## config.mk

```make
export PLATFORM = sky130hd
export DESIGN_NAME = kabt_ctrl
export DESIGN_NICKNAME = d
export VERILOG_FILES = /design/src/hdl/kabt_pkg.sv /design/src/hdl/kabt_ctrl.sv
export SDC_FILE = /design/constraint.sdc
export NUM_CORES = 1
export LEC_CHECK = 0
export BUFFER_PORTS_ARGS = -buffer_cell sky130_fd_sc_hd__buf_2
export CAP_MARGIN = 10
export CORE_AREA = 2 2 39 41
export CTS_BUF_LIST = sky130_fd_sc_hd__clkbuf_16
export DETAILED_ROUTE_END_ITERATION = 8
export DIE_AREA = 0 0 41 43
export PLACE_DENSITY = 0.39
export RECOVER_POWER = 25
export SLEW_MARGIN = 20
export SYNTH_ARGS = -nofsm -noshare
export SYNTH_HDL_FRONTEND = slang
export SYNTH_SLANG_ARGS = --single-unit
```

## constraint.sdc

```tcl
create_clock -name clk -period 1 [get_ports clk]
set_input_delay 0.1 -clock clk [delete_from_list [all_inputs] [get_ports clk]]
set_output_delay 0.1 -clock clk [all_outputs]
set_load 0.02 [all_outputs]
```

## src/hdl/kabt_pkg.sv

```systemverilog
// shared constants, codes and control structs for the keyed allocation balance table
package kabt_pkg;

    localparam int ENTRIES   = 16;
    localparam int KEY_CHARS = 8;
    localparam int IDX_W     = (ENTRIES > 1) ? $clog2(ENTRIES) : 1;
    localparam int CNT_W     = $clog2(ENTRIES + 1);

    localparam int KEY_W = 64;
    localparam int AMT_W = 48;
    localparam int VAL_W = 64;
    localparam int OP_W  = 2;
    localparam int ST_W  = 2;

    localparam int S_DATA_W = 112;
    localparam int M_DATA_W = 320;

    localparam logic [OP_W-1:0] OP_RECORD = 2'd0;
    localparam logic [OP_W-1:0] OP_QUERY  = 2'd1;
    localparam logic [OP_W-1:0] OP_CLEAR  = 2'd2;

    localparam logic [ST_W-1:0] ST_OK        = 2'd0;
    localparam logic [ST_W-1:0] ST_FULL      = 2'd1;
    localparam logic [ST_W-1:0] ST_NOT_FOUND = 2'd2;

    typedef struct packed {
        logic load;
        logic lookup;
        logic sum;
        logic diff;
        logic commit;
    } kabt_cmd_t;

    typedef struct packed {
        logic out_busy;
    } kabt_stat_t;

endpackage

```

## src/hdl/kabt_ctrl.sv

```systemverilog
// sequencer for the lookup, update and result steps of one transaction
module kabt_ctrl (
    input  logic                clk,
    input  logic                rst_n,
    input  logic                s_tvalid,
    output logic                s_tready,
    input  kabt_pkg::kabt_stat_t stat,
    output kabt_pkg::kabt_cmd_t  cmd
);
    import kabt_pkg::*;

    localparam logic [2:0] S_IDLE   = 3'd0;
    localparam logic [2:0] S_LOOK   = 3'd1;
    localparam logic [2:0] S_SUM    = 3'd2;
    localparam logic [2:0] S_DIFF   = 3'd3;
    localparam logic [2:0] S_COMMIT = 3'd4;

    logic [2:0] state_reg;
    logic [2:0] state_next;

    assign s_tready = (state_reg == S_IDLE);

    always_comb
    begin
        state_next = state_reg;
        cmd        = '0;
        case (state_reg)
            S_IDLE:
            begin
                if (s_tvalid)
                begin
                    cmd.load   = 1'b1;
                    state_next = S_LOOK;
                end
            end
            S_LOOK:
            begin
                cmd.lookup = 1'b1;
                state_next = S_SUM;
            end
            S_SUM:
            begin
                cmd.sum    = 1'b1;
                state_next = S_DIFF;
            end
            S_DIFF:
            begin
                cmd.diff   = 1'b1;
                state_next = S_COMMIT;
            end
            S_COMMIT:
            begin
                // hold until the output register can take the result
                if (!stat.out_busy)
                begin
                    cmd.commit = 1'b1;
                    state_next = S_IDLE;
                end
            end
            default:
            begin
                state_next = S_IDLE;
            end
        endcase
    end

    always_ff @(posedge clk or negedge rst_n)
    begin
        if (!rst_n)
        begin
            state_reg <= S_IDLE;
        end
        else
        begin
            state_reg <= state_next;
        end
    end

endmodule

```

After elaboration in Yosys (flattened, before gate mapping)
Cells that the tools add are included.
W data, S select, Z words.
{"block": "classes", "muxes": 10, "add_sub_neg": 0, "bitwise_logic": 0, "div_mod_pow": 0, "shifts": 0, "multipliers": 0, "n_reduce_logical": 2, "eq_ne": 6, "magnitude_cmp": 0}
{"cell": "$pmux W3 S5", "count": 1}
{"cell": "$mux W1", "count": 7}
{"cell": "$eq A3 B2 Y1 const B", "count": 2}
{"cell": "$mux W3", "count": 2}
{"cell": "$ne A2 B2 Y1 const B", "count": 2}
{"cell": "$eq A3 B1 Y1 const B", "count": 1}
{"cell": "$eq A3 B3 Y1 const B", "count": 1}
{"cell": "$logic_not A3 Y1", "count": 1}
{"cell": "$reduce_and A2 Y1", "count": 1}
{"block": "word_totals", "out_inout_bits": 6, "in_bits": 4, "elab_cells": 19, "rom_bits": 0, "latchBits": 0, "mem_bits_rw": 0, "memories": 0, "ff_bits": 3}

Logic depth before layout (Yosys ltp)
Gate-level depths: netlist of the first run.
{"block": "depth", "word_depth": 3, "mapped_depth": 3, "mapped_depth_nobuf": 2}

Least setup slack after synthesis of the first run
OpenSTA, ideal clock, no wires.
{"block": "synth_path", "path_type": "reg-to-output", "startpoint": "register state_reg[1]", "endpoint": "output cmd[0] in the netlist's numbering", "path_buffers": 1, "setup_slack_ns": -0.378, "stages_incl_launch_ff": 3, "arrival_ns": 1.278, "required_time_ns": 0.900, "cell_sequence": "dfrtp_1 buf_2 nor4b_1"}
{"item": "start, declared", "line_no": "kabt_ctrl.sv:18", "source": "logic [2:0] state_reg;"}
{"item": "start signal, assigned", "line_no": "kabt_ctrl.sv:75", "source": "state_reg <= state_next;"}
{"item": "end, declared", "line_no": "kabt_ctrl.sv:8", "source": "output kabt_pkg::kabt_cmd_t cmd"}

==> results of run 1 <==
[repair_timing]
action	in CTS	in global routing
pin swaps	2	1
setup endpoints to repair	7	8
endpoints found under the hold margin	3	0
hold buffers	1	0
setup buffers	1	1
gates cloned	0	0
gates resized for setup	8	5
[cells in the mapped netlist]
cell / count
dfrtp_1: 3
nor3_2: 1
xnor2_1: 1
nor2_1: 3
nor3_1: 1
nor4b_1: 1
and2_1: 1
buf_4: 1
and3b_1: 1
a31o_1: 1
buf_2: 1
nor3b_1: 2
[stage by stage]
step | util (%) | worst slack [ns] | std cells | hold WS (ns)
after detailed placement | 19.35 | -0.05863 | 43 | -0.1016
final | 29.75 | -0.2443 | 50 | 0.1598
after CTS | 27.76 | -0.2421 | 49 | 0.1547
after global placement | 19.35 | -0.05040 | 43 | -0.1074
after floorplan | - | -0.1098 | 17 | -0.1956
after global routing | 29.75 | -0.2812 | 50 | 0.1636
[power by group]
group          switching [mW]  internal [mW]  total, mW
clock network           0.110          0.516      0.625
registers               0.141          0.198      0.339
logic                   0.355          0.501      0.856
total                   0.605           1.21       1.82
[final cells by class]
class,instances,area (um2),share of cell area (%)
Clock inverter,1,3.754,0.9119
Multi-Input combinational cell,12,116.4,28.27
Timing Repair Buffer,15,117.6,28.57
Sequential cell,3,78.83,19.15
Clock buffer,3,75.07,18.24
Tap cell,16,20.02,4.863
[layer usage]
layer	wire, um	global-route usage [%]
met1	249	7.742
met2	222	8.438
met3	43	1.571
met4	0	4.000
met5	0	0
[layout by cell type (no fill, tap or decap)]
master / instances
buf_4: 8
nor2_1: 3
clkbuf_16: 3
buf_6: 3
dfrtp_2: 3
nor3b_2: 2
buf_2: 2
nor3_4: 1
and3b_2: 1
nor4b_2: 1
and2_4: 1
xnor2_2: 1
nor3_1: 1
a31o_1: 1
inv_1: 1
dlygate4sd3_1: 1
clkbuf_1: 1
[worst max-delay path by stage]
stage	start	endpoint	slack, ns	depth (start not counted)
after CTS	state_reg[1]	cmd[4]	-0.24	3
after global placement	state_reg[1]	cmd[0]	-0.05	2
after global routing	state_reg[1]	cmd[4]	-0.28	3
final	state_reg[1]	cmd[4]	-0.24	3
after detailed placement	state_reg[1]	cmd[0]	-0.06	2
after floorplan	state_reg[1]	cmd[3]	-0.11	2
[cell families (layout without fill, tap and decap cells)]
| group | count (synthesis) | in the layout | share of synthesized area (%) |
|---|---|---|---|
| simple gates | 10 | 10 | 38.23 |
| flops | 3 | 3 | 44.12 |
| buf+inv | 2 | 19 | 7.352 |
| compound gates | 1 | 1 | 5.148 |
| xor+xnor | 1 | 1 | 5.148 |
[critical path, delay by kind of cell, from the launching register on]
family,cells,cell delay [ns]
simple gates,2,0.36
buf+inv,1,0.11
flops,1,0.45
==> impl_metrics.yaml, run 1 <==
run_status:
  status: "finished with violations"
  violations: "setup timing"
timing:
  slew_headroom_pct: 86.55
  tns_ns: -1.116
  skew_ns: 0.001063
  finalSetupViolCount: 8
  maxSlewViolCount: 0
  layout_setup_ws_ns: -0.2443
  period_share_pct: 124.4
  min_period_ns: 1.244
  finalHoldViolCount: 0
  tightest_slew_ns: 0.2013
  fmax_mhz: 803.7
  rsz0062_at_grt: "yes"
clock_network:
  path_clk_slew_ns: 0.03
  clock-root-buffer: "clkbuf_16"
  h-tree-depth: 1
  cts_sinks: 3
  clock_latency_ns: 0.22
  cts.path.max_buffers: 2
  cts_tree: "built"
  numCtsBuffers: 3
setup_path:
  r2r_start: "state_reg[1]"
  path_max_fanout: 6
  reg2regPathDepth: 4
  critPathKind: "flip-flop to output pin"
  critPathLaunchType: "flip-flop"
  critPathMaxStageDelay_ns: 0.45
  cp-end-kind: "output pin"
  required_ns: 0.90
  slowest_stage: "dfrtp_2"
  reg2reg_slack_ns: -0.03
  cp.arrival_ns: 1.14
  crit_chain: "nor3_4 -> and2_4 -> buf_6"
  r2r-end: "state_reg[1]"
logic_synthesis:
  yosysWarnings: 0
  synth_area_leaders: "dfrtp_1 (44%), nor3b_1 (8.8%), nor2_1 (6.6%)"
  ys_seq_area_share_pct: 44.12
  ys_ff_latch: 3
  synth_nets: 21
  syn_area_per_cell_um2: 10.01
  synth_cell_types: 12
  syn-cell-area_um2: 170.2
  synthCells: 17
  yosys.area.top_type_share_pct: 44.12
  yosys.area.top_type: "dfrtp_1"
detailed_routing:
  routedWlPerCell_um: 10.28
  wl_um: 514
  via_per_inst: 3.820
  firstDrtPassIters: 4
  postRouteAntennaNets: 0
  vias: 191
  drc: 0
  drt_first_iter_violations: 2
placed_design:
  dpl.hpwl_um: 342.8
  port_buffers: 9
  gp_congestion: 0.6254
  placement.cell_area_um2: 267.8
floorplanning:
  dieHeight_um: 43
  die_w_um: 41
  die_area_um2: 1763
  io_pins: 10
  start_util_pct: 12.30
  coreArea_um2: 1384
  num_rows: 14
min_path:
  worstHoldEndpoint: "state_reg[2]"
  holdPathStages: 2
  holdCritStartpoint: "stat"
  min_path_type: "input pin to flip-flop"
global_route:
  grt_overflow: 0
  grt_max_degree: 7
  grt_usage_pct: 6.030
  antenna_found_initial: 0
  grt_pass1_vias: 182
  grt_pass1_wl_um: 717
cells_and_area:
  fillers: 144
  largest_reg_flops: 3
  layout-drive-gt1-share_pct: 76.47
  syn2layout_area_growth_pct: 141.9
  diodes: 0
  final_nets: 39
  stdcell_area_um2: 411.6
power:
  peakVddDrop_mv: 1.649
  power_density_nw_per_um2: 4422
  finalPower_mw: 1.820
  power.static_leakage_nw: 0.1899
flow_run:
  max_cap_violations: 0
(Power assumes the default switching activity.)
==> run 2: changes to the inputs <==
--- a/config.mk
+++ b/config.mk
@@ -7,11 +7,13 @@
 export LEC_CHECK = 0
 export BUFFER_PORTS_ARGS = -buffer_cell sky130_fd_sc_hd__buf_2
 export CAP_MARGIN = 10
+export CELL_PAD_IN_SITES_DETAIL_PLACEMENT = 0
+export CELL_PAD_IN_SITES_GLOBAL_PLACEMENT = 1
 export CORE_AREA = 2 2 39 41
 export CTS_BUF_LIST = sky130_fd_sc_hd__clkbuf_16
 export DETAILED_ROUTE_END_ITERATION = 8
 export DIE_AREA = 0 0 41 43
-export PLACE_DENSITY = 0.39
+export PLACE_DENSITY = 0.47
 export RECOVER_POWER = 25
 export SLEW_MARGIN = 20
 export SYNTH_ARGS = -nofsm -noshare
==> impl_metrics.yaml, run 2 (synthesized netlist as in run 1, its figures left out) <==
run_status:
  status: "finished with violations"
  violations: "setup timing"
power:
  finalPower_mw: 1.841
  power.static_leakage_nw: 0.1967
  power_density_nw_per_um2: 4314
  peakVddDrop_mv: 1.189
cells_and_area:
  layout-drive-gt1-share_pct: 77.14
  layout_common_cells: "buf_4 (6), buf_2 (4), buf_6 (4)"
  largest_reg_flops: 3
  final_util_pct: 30.83
  final_nets: 40
  final_common_cell: "buf_4"
  diodes: 0
  syn2layout_area_growth_pct: 150.7
  stdcell_area_um2: 426.7
timing:
  min_period_ns: 1.235
  whs_ns: 0.1648
  period_share_pct: 123.5
  skew_ns: 0.00007393
  rsz0062_at_grt: "yes"
  slew_headroom_pct: 86.94
  finalHoldViolCount: 0
  tightest_slew_ns: 0.1951
  finalSetupViolCount: 8
  layout_setup_ws_ns: -0.2346
  maxSlewViolCount: 0
  fmax_mhz: 810.0
detailed_routing:
  firstDrtPassIters: 2
  via_per_inst: 3.706
  vias: 189
  routedWlPerCell_um: 10.69
  drt_first_iter_violations: 3
  wl_um: 545
  drc: 0
  postRouteAntennaNets: 0
setup_path:
  critPathLaunchType: "flip-flop"
  path_max_fanout: 6
  critPathKind: "flip-flop to output pin"
  cp-end-kind: "output pin"
  cp.arrival_ns: 1.13
  required_ns: 0.90
floorplanning:
  num_rows: 14
  io_pins: 10
  coreArea_um2: 1384
  dieHeight_um: 43
  die_w_um: 41
  start_util_pct: 12.30
  die_area_um2: 1763
clock_network:
  cts_sinks: 3
  h-tree-depth: 1
  cts.path.max_buffers: 2
  clock_latency_ns: 0.22
  numCtsBuffers: 3
  cts_tree: "built"
  path_clk_slew_ns: 0.03
  clock-root-buffer: "clkbuf_16"
placed_design:
  gp_congestion: 0.6290
  dpl.hpwl_um: 330.1
  port_buffers: 9
  place_ws_ns: -0.05927
  placement.cell_area_um2: 267.8
flow_run:
  max_cap_violations: 0
global_route:
  grt_usage_pct: 7.545
  grt_max_degree: 8
  grt_pass1_wl_um: 834
  grt_overflow: 0
  grt_pass1_vias: 197
  antenna_found_initial: 0
min_path:
  min_path_type: "input pin to flip-flop"
==> run 2: changes by cell type in the layout (fill, tap and decap cells not counted), sizes merged <==
cell,delta
buf,+1
==> run 2: through the flow <==
| stage | setup TNS, ns | std cells |
|---|---|---|
| finish | -1.265 | 51 |
| global route | -1.628 | 51 |
| CTS | -1.157 | 50 |
| detailed placement | -0.1386 | 43 |
| global placement | -0.1233 | 43 |
| floorplan | -0.3406 | 17 |
==> run 2: area by class of cell <==
type,count,area [um2]
clock buffers,3,75.07
clock inverters,1,3.754
well taps,16,20.02
fillers,144,957.2
multi-input cells,12,125.1
repair buffers,16,123.9
flip-flops and latches,3,78.83
==> run 2: path summary, 6_finish.rpt <==
| check | start | end | slack, ns | cells after the start |
|---|---|---|---|---|
| setup / recovery | state_reg[2] | cmd[4] | -0.23 | 3 |
| hold / removal | s_tvalid | state_reg[0] | 0.16 | 3 |
| setup reg to reg | state_reg[0] | state_reg[2] | -0.12 | 3 |
| hold reg to reg | state_reg[2] | state_reg[1] | 0.65 | 2 |
| max in group asynchronous | rst_n | state_reg[0] | 0.62 | 2 |
| min in group asynchronous | rst_n | state_reg[1] | 0.21 | 2 |
==> run 2: per-layer routing <==
layer | global-route usage, % | up-vias | part of all wire [%]
met5 | 0 | - | 0
met4 | 8.000 | 0 | 0
met3 | 2.094 | 0 | 8.6
met2 | 7.187 | 10 | 39
met1 | 11.65 | 86 | 52
li1 | - | 93 | -
==> run 2: repair_timing <==
action	4_1_cts	5_1_grt
gates resized for setup	8	5
setup endpoints to repair	7	8
hold buffers	1	0
setup buffers	2	1
cloned	0	0
endpoints found under the hold margin	3	0
pin swaps	2	2
==> run 2: worst max-delay path, stage by stage, from the launching register on <==
cell	delay, ns
dfrtp_2	0.44
nor3_4	0.20
and2_4	0.16
buf_6	0.10
==> run 2: report_power, final <==
group          switching (mW)  internal, mW
Combinational           0.359         0.496
Sequential              0.159         0.198
Clock                   0.113         0.516
Total                   0.631          1.21
==> run 3: changes to the inputs <==
--- a/config.mk
+++ b/config.mk
@@ -13,7 +13,7 @@
 export CTS_BUF_LIST = sky130_fd_sc_hd__clkbuf_16
 export DETAILED_ROUTE_END_ITERATION = 8
 export DIE_AREA = 0 0 41 43
-export PLACE_DENSITY = 0.47
+export PLACE_DENSITY = 0.48
 export RECOVER_POWER = 25
 export SLEW_MARGIN = 20
 export SYNTH_ARGS = -nofsm -noshare
==> impl_metrics.yaml, run 3 (synthesized netlist as in run 1, its figures left out) <==
run_status:
  status: "finished with violations"
  violations: "setup timing"
detailed_routing:
  firstDrtPassIters: 2
  wl_um: 506
  postRouteAntennaNets: 0
  vias: 191
  routedWlPerCell_um: 9.731
  via_per_inst: 3.673
  drc: 0
  drt_first_iter_violations: 4
global_route:
  grt_usage_pct: 7.344
  grt_overflow: 0
  grt_pass1_wl_um: 848
  grtUsageMet1_pct: 11.00
  gr-usage-met3_pct: 0
  use_met2_pct: 9.375
  grt_max_degree: 8
  grt_pass1_vias: 208
  top_usage_layer: "met1"
  antenna_found_initial: 0
clock_network:
  cts_tree: "built"
  clock_latency_ns: 0.22
  clock-root-buffer: "clkbuf_16"
  cts_sinks: 3
  path_clk_slew_ns: 0.03
  numCtsBuffers: 3
  cts.path.max_buffers: 2
  h-tree-depth: 1
power:
  power.static_leakage_nw: 0.1974
  finalPower_mw: 1.845
  power_density_nw_per_um2: 4403
  peakVddDrop_mv: 1.405
setup_path:
  reg2reg_slack_ns: -0.04
  cp-end-kind: "output pin"
  cp.arrival_ns: 1.14
  required_ns: 0.90
  critPathKind: "flip-flop to output pin"
  path_max_fanout: 6
  critPathLaunchType: "flip-flop"
cells_and_area:
  syn2layout_area_growth_pct: 146.3
  largest_reg_flops: 3
  fillers: 150
  final_nets: 41
  ff_latch_area_um2: 78.83
  layout.cells.non_filler: 52
  layout-drive-gt1-share_pct: 75.00
  final_common_cell: "buf_4"
  stdcell_area_um2: 419.2
  diodes: 0
  multi_input_comb_area_um2: 111.4
floorplanning:
  die_area_um2: 1763
  num_rows: 14
  dieHeight_um: 43
  coreArea_um2: 1384
  die_w_um: 41
  start_util_pct: 12.30
  io_pins: 10
min_path:
  min_path_type: "input pin to flip-flop"
timing:
  finalSetupViolCount: 8
  min_period_ns: 1.238
  slew_headroom_pct: 86.92
  skew_ns: 0.0003285
  rsz0062_at_grt: "yes"
  fmax_mhz: 807.9
  finalHoldViolCount: 0
  maxSlewViolCount: 0
  whs_ns: 0.1467
  period_share_pct: 123.8
  layout_setup_ws_ns: -0.2378
  tightest_slew_ns: 0.1957
placed_design:
  place_ws_ns: -0.06243
  placement.cell_area_um2: 260.3
  port_buffers: 9
  place_inst: 42
  gp_congestion: 0.6321
  dpl.hpwl_um: 335.4
flow_run:
  max_cap_violations: 0
[run 3: worst paths after layout]
check	start	to	cells past startpoint
max	state_reg[1]	cmd[4]	3
min	s_tvalid	state_reg[0]	3
max reg2reg	state_reg[1]	state_reg[1]	4
min reg2reg	state_reg[2]	state_reg[1]	2
max in group asynchronous	rst_n	state_reg[1]	2
min in group asynchronous	rst_n	state_reg[0]	2
[run 3: power breakdown]
group | internal [mW] | switching, mW | leakage (nW)
clock network | 0.515 | 0.107 | 0.0423
logic | 0.528 | 0.357 | 0.121
registers | 0.198 | 0.140 | 0.0340
[run 3: layout make-up]
class	count	area share (%)
well taps	16	4.776
clock buffers	3	17.91
repair buffers	17	31.04
clock inverters	1	0.8955
multi-input cells	12	26.57
flip-flops and latches	3	18.81
[run 3: what timing repair did]
action,in CTS,in global routing
hold buffers,1,0
pin swaps,2,0
hold endpoints to repair,3,0
resized for setup,11,0
endpoints found under the setup margin,7,9
gates cloned,0,0
buffers inserted,5,0
[run 3: critical path, stage by stage, from the launching register on]
cell	delay, ns
dfrtp_2	0.45
nor3_4	0.20
and2_4	0.16
buf_6	0.10
[run 3: routing by layer]
layer	wire length (um)	vias to the layer above
met5	0	-
met1	263	86
met2	209	10
met4	0	0
met3	33	0
li1	-	95
[run 3: through the flow]
stage          setup TNS (ns)  utilization (%)
2_1_floorplan         -0.3406                -
3_5_place_dp          -0.1371            18.81
3_3_place_gp          -0.1129            18.81
5_1_grt                -1.632            30.29
4_1_cts                -1.275            30.38
6_report               -1.230            30.29
